**src/sv/mrtu_pkg.sv**
```systemverilog
// shared types and constants of the modbus rtu slave frame handler
package mrtu_pkg;

   localparam int DEF_RX_BYTES       = 256;
   localparam int DEF_TX_BYTES       = 64;
   localparam int DEF_REGISTER_SLOTS = 64;

   localparam logic [7:0]  FN_READ_HOLDING = 8'h03;
   localparam logic [7:0]  FN_WRITE_SINGLE = 8'h06;
   localparam logic [7:0]  FN_WRITE_MULTI  = 8'h10;
   localparam logic [7:0]  EXC_FLAG        = 8'h80;
   localparam logic [7:0]  EXC_ILLEGAL_ADDR  = 8'h02;
   localparam logic [7:0]  EXC_ILLEGAL_VALUE = 8'h03;
   localparam logic [7:0]  EXC_DEVICE_FAIL   = 8'h04;
   localparam logic [15:0] CRC_INIT        = 16'hFFFF;
   localparam logic [15:0] CRC_POLY        = 16'hA001;
   localparam logic [7:0]  DEF_DEVICE_ADDRESS = 8'd1;
   localparam logic [6:0]  DEF_IMPL_REGS      = 7'd64;

   localparam logic CSR_DEVICE_ADDRESS = 1'b0;
   localparam logic CSR_IMPL_REGS      = 1'b1;

   typedef enum logic [4:0] {
      ST_IDLE, ST_CHECK, ST_CK_RD, ST_CK_XOR, ST_CK_SH, ST_CK_RLO, ST_CK_RHI,
      ST_CK_CMP, ST_EXEC, ST_WS, ST_W_RHI, ST_W_RLO, ST_W_WR, ST_T_FETCH,
      ST_T_LOAD, ST_T_SH, ST_T_CLO, ST_T_CHI, ST_DONE
   } state_type;

   typedef enum logic [1:0] {RESP_EXC, RESP_READ, RESP_ECHO} resp_type;
   typedef enum logic [1:0] {PLAN_EXC, PLAN_READ, PLAN_WS, PLAN_WM} plan_type;
   typedef enum logic [2:0] {RD_CNT, RD_NEED_LO, RD_NEED_HI, RD_WR_HI, RD_WR_LO} rd_sel_type;
   typedef enum logic [1:0] {TX_NONE, TX_BODY, TX_CRC_LO, TX_CRC_HI} tx_sel_type;

   typedef struct packed {
      logic       rx_take;
      logic       rx_clear;
      logic       crc_init;
      logic       crc_xor_rd;
      logic       crc_xor_tx;
      logic       crc_shift;
      logic       cnt_clr;
      logic       cnt_inc;
      rd_sel_type rd_sel;
      logic       byte_cap;
      logic       set_resp;
      logic       hr_rd;
      logic       hr_wr_single;
      logic       hr_wr_multi;
      tx_sel_type tx_sel;
   } dp_cmd_type;

   typedef struct packed {
      logic     drop;
      logic     bit_last;
      logic     ck_last;
      logic     crc_ok;
      plan_type plan;
      logic     qty_zero;
      logic     w_last;
      logic     body_last;
      logic     out_free;
   } dp_stat_type;

endpackage

```
**src/sv/mrtu_ctrl.sv**
```systemverilog
// controller state machine sequencing frame check, register access and response
module mrtu_ctrl import mrtu_pkg::*; (
   input  logic        clock,
   input  logic        reset,
   input  logic        req_tvalid,
   input  logic        req_tlast,
   output logic        req_tready,
   input  dp_stat_type stat,
   output dp_cmd_type  cmd
);

   state_type state_ff, state_in;

   always_ff @(posedge clock) begin
      if (reset) begin
         state_ff <= ST_IDLE;
      end else begin
         state_ff <= state_in;
      end
   end

   always_comb begin
      state_in = state_ff;
      unique case (state_ff)
         ST_IDLE:    if (req_tvalid && req_tlast) state_in = ST_CHECK;
         ST_CHECK:   state_in = stat.drop ? ST_DONE : ST_CK_RD;
         ST_CK_RD:   state_in = ST_CK_XOR;
         ST_CK_XOR:  state_in = ST_CK_SH;
         ST_CK_SH:   if (stat.bit_last) state_in = stat.ck_last ? ST_CK_RLO : ST_CK_RD;
         ST_CK_RLO:  state_in = ST_CK_RHI;
         ST_CK_RHI:  state_in = ST_CK_CMP;
         ST_CK_CMP:  state_in = stat.crc_ok ? ST_EXEC : ST_DONE;
         ST_EXEC: begin
            unique case (stat.plan)
               PLAN_WS: state_in = ST_WS;
               PLAN_WM: state_in = stat.qty_zero ? ST_T_FETCH : ST_W_RHI;
               default: state_in = ST_T_FETCH;
            endcase
         end
         ST_WS:      state_in = ST_T_FETCH;
         ST_W_RHI:   state_in = ST_W_RLO;
         ST_W_RLO:   state_in = ST_W_WR;
         ST_W_WR:    state_in = stat.w_last ? ST_T_FETCH : ST_W_RHI;
         ST_T_FETCH: state_in = ST_T_LOAD;
         ST_T_LOAD:  if (stat.out_free) state_in = ST_T_SH;
         ST_T_SH:    if (stat.bit_last) state_in = stat.body_last ? ST_T_CLO : ST_T_FETCH;
         ST_T_CLO:   if (stat.out_free) state_in = ST_T_CHI;
         ST_T_CHI:   if (stat.out_free) state_in = ST_DONE;
         ST_DONE:    state_in = ST_IDLE;
         default:    state_in = ST_IDLE;
      endcase
   end

   always_comb begin
      cmd        = '0;
      cmd.rd_sel = RD_CNT;
      cmd.tx_sel = TX_NONE;
      req_tready = 1'b0;
      unique case (state_ff)
         ST_IDLE: begin
            req_tready  = 1'b1;
            cmd.rx_take = req_tvalid;
         end
         ST_CHECK: begin
            cmd.crc_init = 1'b1;
            cmd.cnt_clr  = 1'b1;
         end
         ST_CK_XOR: cmd.crc_xor_rd = 1'b1;
         ST_CK_SH: begin
            cmd.crc_shift = 1'b1;
            cmd.cnt_inc   = stat.bit_last;
         end
         ST_CK_RLO: cmd.rd_sel = RD_NEED_LO;
         ST_CK_RHI: begin
            cmd.rd_sel   = RD_NEED_HI;
            cmd.byte_cap = 1'b1;
         end
         ST_EXEC: begin
            cmd.set_resp = 1'b1;
            cmd.crc_init = 1'b1;
            cmd.cnt_clr  = 1'b1;
         end
         ST_WS:    cmd.hr_wr_single = 1'b1;
         ST_W_RHI: cmd.rd_sel = RD_WR_HI;
         ST_W_RLO: begin
            cmd.rd_sel   = RD_WR_LO;
            cmd.byte_cap = 1'b1;
         end
         ST_W_WR: begin
            cmd.hr_wr_multi = 1'b1;
            cmd.cnt_clr     = stat.w_last;
            cmd.cnt_inc     = !stat.w_last;
         end
         ST_T_FETCH: cmd.hr_rd = 1'b1;
         ST_T_LOAD: if (stat.out_free) begin
            cmd.tx_sel     = TX_BODY;
            cmd.crc_xor_tx = 1'b1;
         end
         ST_T_SH: begin
            cmd.crc_shift = 1'b1;
            cmd.cnt_inc   = stat.bit_last;
         end
         ST_T_CLO: if (stat.out_free) cmd.tx_sel = TX_CRC_LO;
         ST_T_CHI: if (stat.out_free) cmd.tx_sel = TX_CRC_HI;
         ST_DONE:  cmd.rx_clear = 1'b1;
         default: ;
      endcase
   end

endmodule

```
**src/sv/mrtu_dp.sv**
```systemverilog
// datapath: frame buffer, holding registers, crc unit, counters and output register
module mrtu_dp import mrtu_pkg::*; #(
   parameter int RX_BYTES       = DEF_RX_BYTES,
   parameter int TX_BYTES       = DEF_TX_BYTES,
   parameter int REGISTER_SLOTS = DEF_REGISTER_SLOTS
) (
   input  logic        clock,
   input  logic        reset,
   input  logic        csr_we,
   input  logic [0:0]  csr_index,
   input  logic [7:0]  csr_wdata,
   input  logic [7:0]  rx_byte,
   input  logic        rsp_tready,
   output logic        rsp_tvalid,
   output logic [7:0]  rsp_tdata,
   output logic        rsp_tlast,
   output logic        rsp_tuser,
   input  dp_cmd_type  cmd,
   output dp_stat_type stat
);

   localparam int AW    = $clog2(RX_BYTES);
   localparam int CW    = $clog2(RX_BYTES + 2);
   localparam int HR_AW = (REGISTER_SLOTS > 1) ? $clog2(REGISTER_SLOTS) : 1;

   logic [7:0]       dev_ff, impl_ff;
   logic [CW-1:0]    rx_cnt_ff;
   logic [7:0]       hdr_ff [7];
   logic [7:0]       fmem [RX_BYTES];
   logic [7:0]       rd_ff;
   logic [AW-1:0]    rd_addr;
   logic [15:0]      crc_ff, crc_in, crc_sh;
   logic [2:0]       bit_ff;
   logic [15:0]      cnt_ff;
   logic [7:0]       hold_ff;
   resp_type         resp_ff;
   logic [7:0]       code_ff, code_in;
   plan_type         plan_sel;
   logic [15:0]      hmem [REGISTER_SLOTS];
   logic [REGISTER_SLOTS-1:0] hvalid_ff;
   logic [15:0]      hq_ff;
   logic             hv_ff;
   logic [15:0]      hval;
   logic [HR_AW-1:0] h_rd_addr, h_wr_addr;
   logic [15:0]      h_wr_data;
   logic             h_we;
   logic             out_valid_ff, out_last_ff, out_exc_ff;
   logic [7:0]       out_data_ff, body_byte;
   logic [9:0]       n, need;
   logic [7:0]       fn;
   logic [15:0]      start, qty;
   logic [16:0]      end_addr, qty2;
   logic [17:0]      size;
   logic [8:0]       limit;
   logic             fn3, fn6, fn10;
   logic [7:0]       body_len;
   logic [15:0]      rd_idx;

   assign n     = 10'(rx_cnt_ff);
   assign fn    = hdr_ff[1];
   assign fn3   = (fn == FN_READ_HOLDING);
   assign fn6   = (fn == FN_WRITE_SINGLE);
   assign fn10  = (fn == FN_WRITE_MULTI);
   assign need  = fn10 ? (10'd9 + 10'(hdr_ff[6])) : 10'd8;
   assign start = {hdr_ff[2], hdr_ff[3]};
   assign qty   = {hdr_ff[4], hdr_ff[5]};
   assign end_addr = 17'(start) + 17'(qty);
   assign qty2  = {qty, 1'b0};
   assign size  = 18'd5 + 18'(qty2);
   assign limit = (9'(impl_ff) < 9'(REGISTER_SLOTS)) ? 9'(impl_ff) : 9'(REGISTER_SLOTS);

   // configuration
   always_ff @(posedge clock) begin
      if (reset) begin
         dev_ff  <= DEF_DEVICE_ADDRESS;
         impl_ff <= {1'b0, DEF_IMPL_REGS};
      end else if (csr_we) begin
         unique case (csr_index)
            CSR_DEVICE_ADDRESS: dev_ff  <= csr_wdata;
            CSR_IMPL_REGS:      impl_ff <= {1'b0, csr_wdata[6:0]};
            default: ;
         endcase
      end
   end

   // receive side
   always_ff @(posedge clock) begin
      if (reset) begin
         rx_cnt_ff <= '0;
      end else if (cmd.rx_clear) begin
         rx_cnt_ff <= '0;
      end else if (cmd.rx_take) begin
         if (rx_cnt_ff < CW'(RX_BYTES)) rx_cnt_ff <= rx_cnt_ff + 1'b1;
         else                           rx_cnt_ff <= CW'(RX_BYTES + 1);
      end
   end

   always_ff @(posedge clock) begin
      if (cmd.rx_take && rx_cnt_ff < CW'(7)) hdr_ff[rx_cnt_ff[2:0]] <= rx_byte;
   end

   // frame buffer
   always_comb begin
      unique case (cmd.rd_sel)
         RD_NEED_LO: rd_addr = AW'(need - 10'd2);
         RD_NEED_HI: rd_addr = AW'(need - 10'd1);
         RD_WR_HI:   rd_addr = AW'(17'd7 + {cnt_ff, 1'b0});
         RD_WR_LO:   rd_addr = AW'(17'd8 + {cnt_ff, 1'b0});
         default:    rd_addr = cnt_ff[AW-1:0];
      endcase
   end

   always_ff @(posedge clock) begin
      if (cmd.rx_take && rx_cnt_ff < CW'(RX_BYTES)) fmem[rx_cnt_ff[AW-1:0]] <= rx_byte;
      rd_ff <= fmem[rd_addr];
   end

   // crc unit, one bit per cycle
   assign crc_sh = crc_ff[0] ? ((crc_ff >> 1) ^ CRC_POLY) : (crc_ff >> 1);

   always_comb begin
      priority if (cmd.crc_init)   crc_in = CRC_INIT;
      else if (cmd.crc_xor_rd)     crc_in = crc_ff ^ {8'h00, rd_ff};
      else if (cmd.crc_xor_tx)     crc_in = crc_ff ^ {8'h00, body_byte};
      else if (cmd.crc_shift)      crc_in = crc_sh;
      else                         crc_in = crc_ff;
   end

   always_ff @(posedge clock) begin
      crc_ff <= crc_in;
      if (reset) begin
         bit_ff <= '0;
      end else if (cmd.crc_xor_rd || cmd.crc_xor_tx) begin
         bit_ff <= '0;
      end else if (cmd.crc_shift) begin
         bit_ff <= bit_ff + 1'b1;
      end
   end

   // shared counter
   always_ff @(posedge clock) begin
      if (reset || cmd.cnt_clr) cnt_ff <= '0;
      else if (cmd.cnt_inc)     cnt_ff <= cnt_ff + 1'b1;
      if (cmd.byte_cap) hold_ff <= rd_ff;
   end

   // response plan
   always_comb begin
      plan_sel = PLAN_EXC;
      code_in  = EXC_ILLEGAL_ADDR;
      priority if (fn3) begin
         priority if (size > 18'(TX_BYTES)) code_in = EXC_DEVICE_FAIL;
         else if (end_addr > 17'(limit))    code_in = EXC_ILLEGAL_ADDR;
         else                               plan_sel = PLAN_READ;
      end else if (fn6) begin
         if (start >= 16'(limit)) code_in = EXC_ILLEGAL_ADDR;
         else                     plan_sel = PLAN_WS;
      end else begin
         priority if (17'(hdr_ff[6]) != qty2) code_in = EXC_ILLEGAL_VALUE;
         else if (end_addr > 17'(limit))      code_in = EXC_ILLEGAL_ADDR;
         else                                 plan_sel = PLAN_WM;
      end
   end

   assign stat.plan = plan_sel;

   always_ff @(posedge clock) begin
      if (cmd.set_resp) begin
         code_ff <= code_in;
         unique case (plan_sel)
            PLAN_EXC:  resp_ff <= RESP_EXC;
            PLAN_READ: resp_ff <= RESP_READ;
            default:   resp_ff <= RESP_ECHO;
         endcase
      end
   end

   // holding registers
   assign rd_idx    = (cnt_ff - 16'd3) >> 1;
   assign h_rd_addr = HR_AW'(start + rd_idx);
   assign h_we      = cmd.hr_wr_single || cmd.hr_wr_multi;
   assign h_wr_addr = cmd.hr_wr_single ? HR_AW'(start) : HR_AW'(start + cnt_ff);
   assign h_wr_data = cmd.hr_wr_single ? qty : {hold_ff, rd_ff};

   always_ff @(posedge clock) begin
      if (h_we) hmem[h_wr_addr] <= h_wr_data;
      if (cmd.hr_rd) begin
         hq_ff <= hmem[h_rd_addr];
         hv_ff <= hvalid_ff[h_rd_addr];
      end
      if (reset)     hvalid_ff <= '0;
      else if (h_we) hvalid_ff[h_wr_addr] <= 1'b1;
   end

   assign hval = hv_ff ? hq_ff : 16'h0000;

   // response byte selection
   always_comb begin
      unique case (resp_ff)
         RESP_EXC: begin
            priority if (cnt_ff == 16'd0) body_byte = dev_ff;
            else if (cnt_ff == 16'd1)     body_byte = fn | EXC_FLAG;
            else                          body_byte = code_ff;
         end
         RESP_READ: begin
            priority if (cnt_ff == 16'd0) body_byte = dev_ff;
            else if (cnt_ff == 16'd1)     body_byte = fn;
            else if (cnt_ff == 16'd2)     body_byte = qty2[7:0];
            else if (!(cnt_ff[0]))        body_byte = hval[7:0];
            else                          body_byte = hval[15:8];
         end
         default: body_byte = (cnt_ff[2:0] < 3'd6) ? hdr_ff[cnt_ff[2:0]] : 8'h00;
      endcase
   end

   always_comb begin
      unique case (resp_ff)
         RESP_EXC:  body_len = 8'd3;
         RESP_READ: body_len = 8'd3 + qty2[7:0];
         default:   body_len = 8'd6;
      endcase
   end

   // output register
   always_ff @(posedge clock) begin
      if (reset) begin
         out_valid_ff <= 1'b0;
      end else if (cmd.tx_sel != TX_NONE) begin
         out_valid_ff <= 1'b1;
      end else if (rsp_tready) begin
         out_valid_ff <= 1'b0;
      end
      if (cmd.tx_sel != TX_NONE) begin
         out_last_ff <= (cmd.tx_sel == TX_CRC_HI);
         out_exc_ff  <= (resp_ff == RESP_EXC);
         unique case (cmd.tx_sel)
            TX_CRC_LO: out_data_ff <= crc_ff[7:0];
            TX_CRC_HI: out_data_ff <= crc_ff[15:8];
            default:   out_data_ff <= body_byte;
         endcase
      end
   end

   assign rsp_tvalid = out_valid_ff;
   assign rsp_tdata  = out_data_ff;
   assign rsp_tlast  = out_last_ff;
   assign rsp_tuser  = out_exc_ff;

   // status
   assign stat.drop = (n > 10'(RX_BYTES)) || (n < 10'd4) || (hdr_ff[0] != dev_ff)
                      || !(fn3 || fn6 || fn10) || (fn10 && n < 10'd7) || (n < need);
   assign stat.bit_last  = (bit_ff == 3'd7);
   assign stat.ck_last   = (cnt_ff == 16'(need - 10'd3));
   assign stat.crc_ok    = (crc_ff == {rd_ff, hold_ff});
   assign stat.qty_zero  = (qty == 16'd0);
   assign stat.w_last    = (cnt_ff == qty - 16'd1);
   assign stat.body_last = (cnt_ff + 16'd1 == 16'(body_len));
   assign stat.out_free  = !out_valid_ff || rsp_tready;

endmodule

```
**src/sv/modbus_rtu_slave_frame_handler.sv**
```systemverilog
// top level of the modbus rtu slave frame handler
// a byte without frame end is taken in the idle state, where the port stays ready
// on a closing byte the frame is checked byte by byte with a bit-serial crc unit
// each response body byte passes through the same crc unit, a write-multiple first
// stores its registers one by one, and the port stays busy until the last byte is loaded
// synchronous reset clears counters and holding register valid bits, sets default config
module modbus_rtu_slave_frame_handler import mrtu_pkg::*; #(
   parameter int RX_BYTES       = DEF_RX_BYTES,
   parameter int TX_BYTES       = DEF_TX_BYTES,
   parameter int REGISTER_SLOTS = DEF_REGISTER_SLOTS
) (
   input  logic       clock,
   input  logic       reset,
   input  logic       csr_we,
   input  logic [0:0] csr_index,
   input  logic [7:0] csr_wdata,
   input  logic       req_tvalid,
   output logic       req_tready,
   input  logic [7:0] req_tdata,   // rx_byte
   input  logic       req_tlast,   // frame_end
   output logic       rsp_tvalid,
   input  logic       rsp_tready,
   output logic [7:0] rsp_tdata,   // tx_byte
   output logic       rsp_tlast,   // tx_last
   output logic       rsp_tuser    // is_exception
);

   dp_cmd_type  cmd;
   dp_stat_type stat;

   mrtu_ctrl u_ctrl (
      .clock      (clock),
      .reset      (reset),
      .req_tvalid (req_tvalid),
      .req_tlast  (req_tlast),
      .req_tready (req_tready),
      .stat       (stat),
      .cmd        (cmd)
   );

   mrtu_dp #(
      .RX_BYTES       (RX_BYTES),
      .TX_BYTES       (TX_BYTES),
      .REGISTER_SLOTS (REGISTER_SLOTS)
   ) u_dp (
      .clock      (clock),
      .reset      (reset),
      .csr_we     (csr_we),
      .csr_index  (csr_index),
      .csr_wdata  (csr_wdata),
      .rx_byte    (req_tdata),
      .rsp_tready (rsp_tready),
      .rsp_tvalid (rsp_tvalid),
      .rsp_tdata  (rsp_tdata),
      .rsp_tlast  (rsp_tlast),
      .rsp_tuser  (rsp_tuser),
      .cmd        (cmd),
      .stat       (stat)
   );

endmodule
```
**config.mk**
```make
export PLATFORM = sky130hd
export DESIGN_NAME = modbus_rtu_slave_frame_handler
export DESIGN_NICKNAME = d
export VERILOG_FILES = /design/src/sv/mrtu_pkg.sv /design/src/sv/mrtu_ctrl.sv /design/src/sv/mrtu_dp.sv /design/src/sv/modbus_rtu_slave_frame_handler.sv
export SDC_FILE = /design/constraint.sdc
export NUM_CORES = 2
export LEC_CHECK = 0
export BUFFER_PORTS_ARGS = -buffer_cell sky130_fd_sc_hd__buf_2
export CORE_ASPECT_RATIO = 1.5
export CORE_MARGIN = 3
export CORE_UTILIZATION = 34
export CTS_BUF_LIST = sky130_fd_sc_hd__clkbuf_4
export CTS_CLUSTER_DIAMETER = 30
export DETAILED_ROUTE_END_ITERATION = 16
export PLACE_DENSITY = 0.53
export SYNTH_ARGS = -nofsm -noshare
export SYNTH_HDL_FRONTEND = slang
export SYNTH_SLANG_ARGS = --single-unit
```
**constraint.sdc**
```tcl
create_clock -name clock -period 7.7 [get_ports clock]
set_input_delay 0.385 -clock clock [delete_from_list [all_inputs] [get_ports clock]]
set_output_delay 0.385 -clock clock [all_outputs]
set_load 0.01 [all_outputs]
```
# Word-level counts from Yosys, hierarchy flattened
# Memories as Yosys holds them, arrays and structs flattened. A register that Yosys moved wholly into a read port is not among the register bits.
# Index checks and enable logic that the tools add are counted.
[op_classes]
multipliers = 0
n_eq_ne = 46
mux = 81
shift = 0
div = 0
n_reduce_logical = 35
n_addsub = 16
n_bitwise = 5
n_lt_le_gt_ge = 14
[ops]
columns = ["cell", "count"]
rows = [
  ["16-bit 2-to-1 mux", 6],
  ["5-bit case mux with 18 select lines", 1],
  ["8-bit 2-to-1 mux", 9],
  ["64-bit bitwise OR", 1],
  ["16-bit equality test", 3],
  ["8-bit case mux with 2 select lines", 3],
  ["5-bit 2-to-1 mux", 9],
  ["5-bit by 4-bit equality test with 1-bit output (second input constant)", 8],
  ["16-bit zero test", 2],
  ["8-bit case mux with 4 select lines", 1],
  ["16-bit by 8-bit XOR with 16-bit output", 2],
  ["9-bit by 3-bit less-than comparator with 1-bit output (second input constant)", 3],
  ["1-bit 2-to-1 mux", 26],
  ["5-bit by 3-bit equality test with 1-bit output (second input constant)", 4],
  ["3-bit by 17-bit adder with 18-bit output (first input constant)", 1],
  ["18-bit by 7-bit greater-than comparator with 1-bit output (second input constant)", 1],
  ["3-bit 2-to-1 mux", 6],
  ["9-bit 2-to-1 mux", 2],
  ["16-bit by 16-bit adder with 17-bit output", 1],
  ["17-bit by 9-bit greater-than comparator with 1-bit output", 1],
  ["8-bit by 17-bit inequality test with 1-bit output", 1],
  ["16-bit by 1-bit adder with 16-bit output (second input constant)", 1],
  ["16-bit by 1-bit equality test with 1-bit output (second input constant)", 1],
  ["16-bit by 2-bit equality test with 1-bit output (second input constant)", 1],
  ["other kinds (57)", 103],
]
[word_totals]
latchBits = 0
register_bits = 158
n_memories = 3
mem_bits_rw = 3128
elab_cells = 216
inputBits = 23
out_inout_bits = 12
romBits = 0
[memory_table]
columns = ["name", "words", "word_bits", "read_ports", "rd_ports_with_merged_regs", "write_ports", "line_no", "rtl"]
rows = [
  ["u_dp.fmem", 256, 8, 1, 1, 1, "mrtu_dp.sv:29", "logic [7:0] fmem [RX_BYTES];"],
  ["u_dp.hmem", 64, 16, 1, 1, 1, "mrtu_dp.sv:39", "logic [15:0] hmem [REGISTER_SLOTS];"],
  ["u_dp.hdr_ff", 7, 8, 8, 1, 1, "mrtu_dp.sv:28", "logic [7:0] hdr_ff [7];"],
]

# Logic depth before layout (Yosys ltp)
[logic_depth]
word_depth = 10
mapped_depth = 20

# By module
# A second synthesis with hierarchy kept.
[hier_totals]
cells_unflattened = 6936
area_unflattened_um2 = 133643.2
[by_module_without_submodules]
columns = ["mod", "area_per_inst_um2", "n_inst", "seq_area_each_um2", "cells_per_inst"]
rows = [
  ["mrtu_dp", 132917.5, 1, 98074.1, 6831],
  ["mrtu_ctrl", 725.7, 1, 100.1, 105],
]

# Worst setup path after synthesis
# Ideal clock, no wire load.
[synth_path]
kind = "register -> register"
from = "reg u_ctrl.state_ff[1]"
to = "mem u_dp.hmem[0][0], data pin"
setup_slack_ps = 3065
arrival_ps = 3933
t_required_ps = 6998
setup_ps = 702
path_stages_with_launch = 8
synth_period_minus_slack_ps = 4635
cell_sequence = "dfxtp_1 -> buf_2 -> buf_2 -> nor2_1 -> nand3_1 -> clkbuf_1 -> clkbuf_1 -> o21ai_0"
[synth_between]
elab_chain_len = 3
[synth_rtl]
columns = ["element", "line_no", "rtl"]
rows = [
  ["start, declared", "mrtu_ctrl.sv:12", "state_type state_ff, state_in;"],
  ["start signal, assigned", "mrtu_ctrl.sv:18", "state_ff <= state_in;"],
  ["5-bit by 4-bit equality test with 1-bit output", "mrtu_ctrl.sv:59", "unique case (state_ff)"],
  ["1-bit 2-to-1 mux", "mrtu_ctrl.sv:59", ""],
  ["16-bit 2-to-1 mux", "mrtu_dp.sv:183", "assign h_wr_data = cmd.hr_wr_single ? qty : {hold_ff, rd_ff};"],
  ["net u_dp.h_wr_data[0]", "mrtu_dp.sv:45", "logic [15:0] h_wr_data;"],
  ["end, declared", "mrtu_dp.sv:39", ""],
]
# The timed path passes the listed nets, and every way through them passes these cells.

==> flow_metrics.py <==
metrics = {
    "layout": {
        "final_nets": 9574,
        "drive_above_1_share_pct": 20.1,
        "fillers": 36986,
        "finalNonFillerCells": 15313,
        "syn_to_final_growth_pct": 13.7,
    },
    "die": {
        "initial_core_util_pct": 34.2,
        "core_area_mm2": 0.394,
        "die_x_um": 520,
        "io_pins": 35,
        "die_h_um": 777,
        "fp-row-count": 282,
        "die-area_mm2": 0.404,
    },
    "worst_setup_path": {
        "startpoint_type": "register",
        "r2r_slack_ns": 1.21,
        "cp.required_ns": 9.07,
        "cp-startpoint": "u_dp.hdr_ff[1][7]$_DFFE_PP_",
        "r2r_end": "u_dp.rd_ff[6]$_DFF_P_",
        "reg2reg_depth": 14,
        "cp-end-kind": "register",
        "endpoint": "u_dp.rd_ff[6]$_DFF_P_",
        "worstPathMaxFanout": 52,
        "critPathKind": "register to register",
        "crit_arrival_ns": 7.86,
        "worstReg2RegStart": "u_dp.hdr_ff[1][7]$_DFFE_PP_",
    },
    "drt": {
        "drcViolationCount": 0,
        "dr.pass1.iters": 7,
        "routed_wirelength_um": 415000,
        "drt-wirelength-per-cell_um": 27.1,
        "vias": 81394,
        "drt-initial-drc-count": 7548,
        "routed_via_density": 5.32,
        "ant_nets": 0,
    },
    "logic_synthesis": {
        "synth-seq-area-share_pct": 72.9,
        "synthDistinctLibCells": 92,
        "synth_cells": 8820,
        "synth_warnings": 0,
        "yosys_most_used_dff": "edfxtp_1",
        "synth.avg_cell_area_um2": 15.3,
        "synth-async-reset-ratio_pct": 0,
        "synth_edf_count": 3176,
        "ys_ff_latch": 3316,
        "syn_area_mm2": 0.135,
    },
    "clock_network": {
        "ctsRootBufferMaster": "clkbuf_4",
        "clk_latency_ns": 1.48,
        "clockBufferDepth": 4,
        "path_clk_slew_ns": 0.07,
        "htreeDepth": 6,
        "post_cts_buffers": 0,
        "cts_tree": "yes",
        "cts_repair_resize_count": 0,
        "clock_sinks": 3316,
        "numCtsBuffers": 796,
    },
    "min_path": {
        "holdPathStages": 2,
        "hold_path_startpoint": "req_tdata[5]",
        "worstHoldPathType": "input port to register",
    },
    "power_and_ir_drop": {
        "finalPower_mw": 36.2,
        "clock_power_share_pct": 40.0,
        "power.switching_mw": 8.39,
        "swShare_pct": 23.2,
        "leakage_nw": 49.1,
        "p_int_mw": 27.8,
        "power_frac_seq_pct": 55.6,
        "max-vdd-ir-drop_v": 0.000134,
        "comb_power_share_pct": 4.3,
        "power_density_mw_per_mm2": 236,
    },
    "grt": {
        "track_usage_pct": 20.0,
        "grt_max_degree": 135,
        "grt_pass1_wl_um": 592000,
        "grt_pass1_vias": 83571,
        "antenna_found_initial": 26,
        "gr-total-overflow": 0,
    },
    "placement": {
        "placedCellCount": 13865,
        "pre_cts_ws_ns": 1.28,
        "hpwl_um": 264000,
        "routabilityCongestion": 0.917,
        "io_buffers": 34,
    },
    "timing": {
        "setup_viol": 0,
        "setup_ws_ns": 1.21,
        "drv_slew": 0,
        "rsz0062_at_grt": "no",
        "fin_crit_ns": 6.49,
        "fin_setup_tns_ns": 0,
        "fmax_ghz": 0.154,
        "timing.final.crit_share_pct": 84.3,
        "final_hold_viol_count": 0,
        "tightest_slew_ns": 1.34,
        "max_slew_margin_pct": 10.4,
        "fin_skew_ns": 0.236,
    },
    "status": {
        "status": "completed",
    },
    "job": {
        "cap_violations": 0,
    },
}
## cell usage in the layout (no fill, tap or decap), types with 35 or more instances in the layout
master,n
a211oi_1,57
a21oi_1,249
a22oi_1,80
a311oi_1,60
a31oi_1,96
a32oi_1,241
and3_1,73
buf_12,39
buf_4,266
clkbuf_4,1100
clkinv_1,169
clkinv_2,35
dfxtp_1,140
dlygate4sd3_1,65
edfxtp_1,3176
ha_1,70
inv_1,49
mux2i_1,347
mux4_2,373
nand2_1,1547
nand3_1,527
nand4_1,56
nor2_1,508
nor3_1,57
o21ai_0,54
xnor2_1,85
xor2_1,54
## worst max-delay path, cell delays in order (launching register included)
cell and delay (ns):
edfxtp_1 0.44, nor4_2 0.65, nand3_1 0.53, ha_1 0.49, o32ai_1 0.59, a221o_4 0.70, buf_12 0.33, nand2_1 0.08
and3_1 0.18, a311oi_1 0.99, a311oi_1 0.15, buf_4 0.22, o211ai_1 0.36, and4_1 0.41, or4_1 0.15
## logic make-up after synthesis
family / synth area share (%)
DFF: 72.9
muxes: 9.05
xor gates and xnor gates: 0.946
other: 0.00278
AOI/OAI and AO/OA: 5.17
adders and majority gates: 0.704
and+or+nand+nor: 9.42
buffers and inverters: 1.86
## routing by layer
metal | GRT usage, % | part of all wire [%] | up-vias | wire length [µm]
met3 | 3.38 | 5.5 | 1020 | 22700
met5 | 0 | 0.035 | - | 147
met4 | 13.2 | 7.4 | 24 | 30700
met1 | 21.5 | 35 | 41314 | 145000
met2 | 36.0 | 52 | 3156 | 216000
li1 | - | - | 35880 | -
## worst min path at each step
stage	slack, ns	endpoint
2_1_floorplan	0.43	u_dp.hvalid_ff[0]$_SDFFE_PP0N_
3_3_place_gp	0.44	u_dp.hvalid_ff[61]$_SDFFE_PP0N_
3_5_place_dp	0.45	u_dp.hvalid_ff[33]$_SDFFE_PP0N_
4_1_cts	0.01	u_dp.fmem[125][5]$_DFFE_PP_
5_1_grt	0.08	u_dp.fmem[47][5]$_DFFE_PP_
6_report	0.14	u_dp.fmem[47][5]$_DFFE_PP_
## state kept, by name (all words and copies together) (netlist names), 2 cells and up, named ones only
signal,count
u_dp.impl_ff,7
u_dp.code_ff,3
u_dp.bit_ff,3
u_dp.cnt_ff,16
u_dp.hdr_ff,64
u_dp.hmem,1024
u_dp.rsp_tdata,8
u_dp.crc_ff,16
u_dp.dev_ff,8
u_dp.rd_ff,8
u_ctrl.state_ff,5
u_dp.hq_ff,16
u_dp.hvalid_ff,64
u_dp.fmem,2048
u_dp.hold_ff,8
u_dp.resp_ff,2
u_dp.rx_cnt_ff,9
## area by class of cell
| class | instances | area, µm² | area share, % |
|---|---|---|---|
| clock inverter | 267 | 1830 | 1.19 |
| tap | 5254 | 6570 | 4.29 |
| timing repair buffer | 405 | 3710 | 2.42 |
| sequential | 3316 | 98200 | 64.1 |
| inverter | 49 | 184 | 0.120 |
| multi-input combinational | 4909 | 34500 | 22.5 |
| antenna | 13 | 32.5 | 0.0212 |
| clock buffer | 1100 | 8260 | 5.39 |
## timing repair
| item | in CTS | in global routing |
|---|---|---|
| endpoints found under the setup margin | 0 | 0 |
| hold buffers | 68 | 0 |
| hold endpoints to repair | 1778 | 0 |
## synthesized netlist by cell type (18+ instances only)
library cell / count / share of area, %
edfxtp_1: 3176 / 71
nand2_1: 1559 / 4.3
nand3_1: 530 / 2.0
nor2_1: 515 / 1.4
mux4_2: 373 / 6.2
mux2i_1: 347 / 2.6
clkbuf_1: 302 / 0.84
a21oi_1: 250 / 0.93
a32oi_1: 241 / 1.6
buf_2: 153 / 0.57
dfxtp_1: 140 / 2.1
a31oi_1: 97 / 0.45
xnor2_1: 89 / 0.58
buf_1: 88 / 0.25
a22oi_1: 80 / 0.45
and3_1: 73 / 0.34
ha_1: 71 / 0.66
nor3_1: 62 / 0.23
a211oi_1: 61 / 0.34
a311oi_1: 60 / 0.39
o21ai_0: 60 / 0.22
nand4_1: 56 / 0.26
xor2_1: 54 / 0.35
inv_1: 49 / 0.14
mux2_2: 28 / 0.23
nor4_1: 26 / 0.12
nor2b_1: 25 / 0.12
nand2b_1: 19 / 0.088
a21o_1: 18 / 0.10
## power by group through the flow
stage	clock [mW]	combinational, mW	sequential (mW)
after global placement	0	1.49	20.5
final	14.5	1.57	20.1
after global routing	15.8	1.67	20.1
after floorplan	0	0.694	20.5
after CTS	14.9	1.58	20.1
after detailed placement	0	1.53	20.5
## through the flow
stage	util, %	area (µm²)	hold slack, ns
4_1_cts	38.9	153000	0.0143
6_report	38.9	153000	0.143
2_1_floorplan	-	135000	0.431
3_5_place_dp	36.2	142000	0.453
5_1_grt	38.9	153000	0.0817
3_3_place_gp	36.2	142000	0.442
No activity file was read; power rests on OpenSTA's default activity.
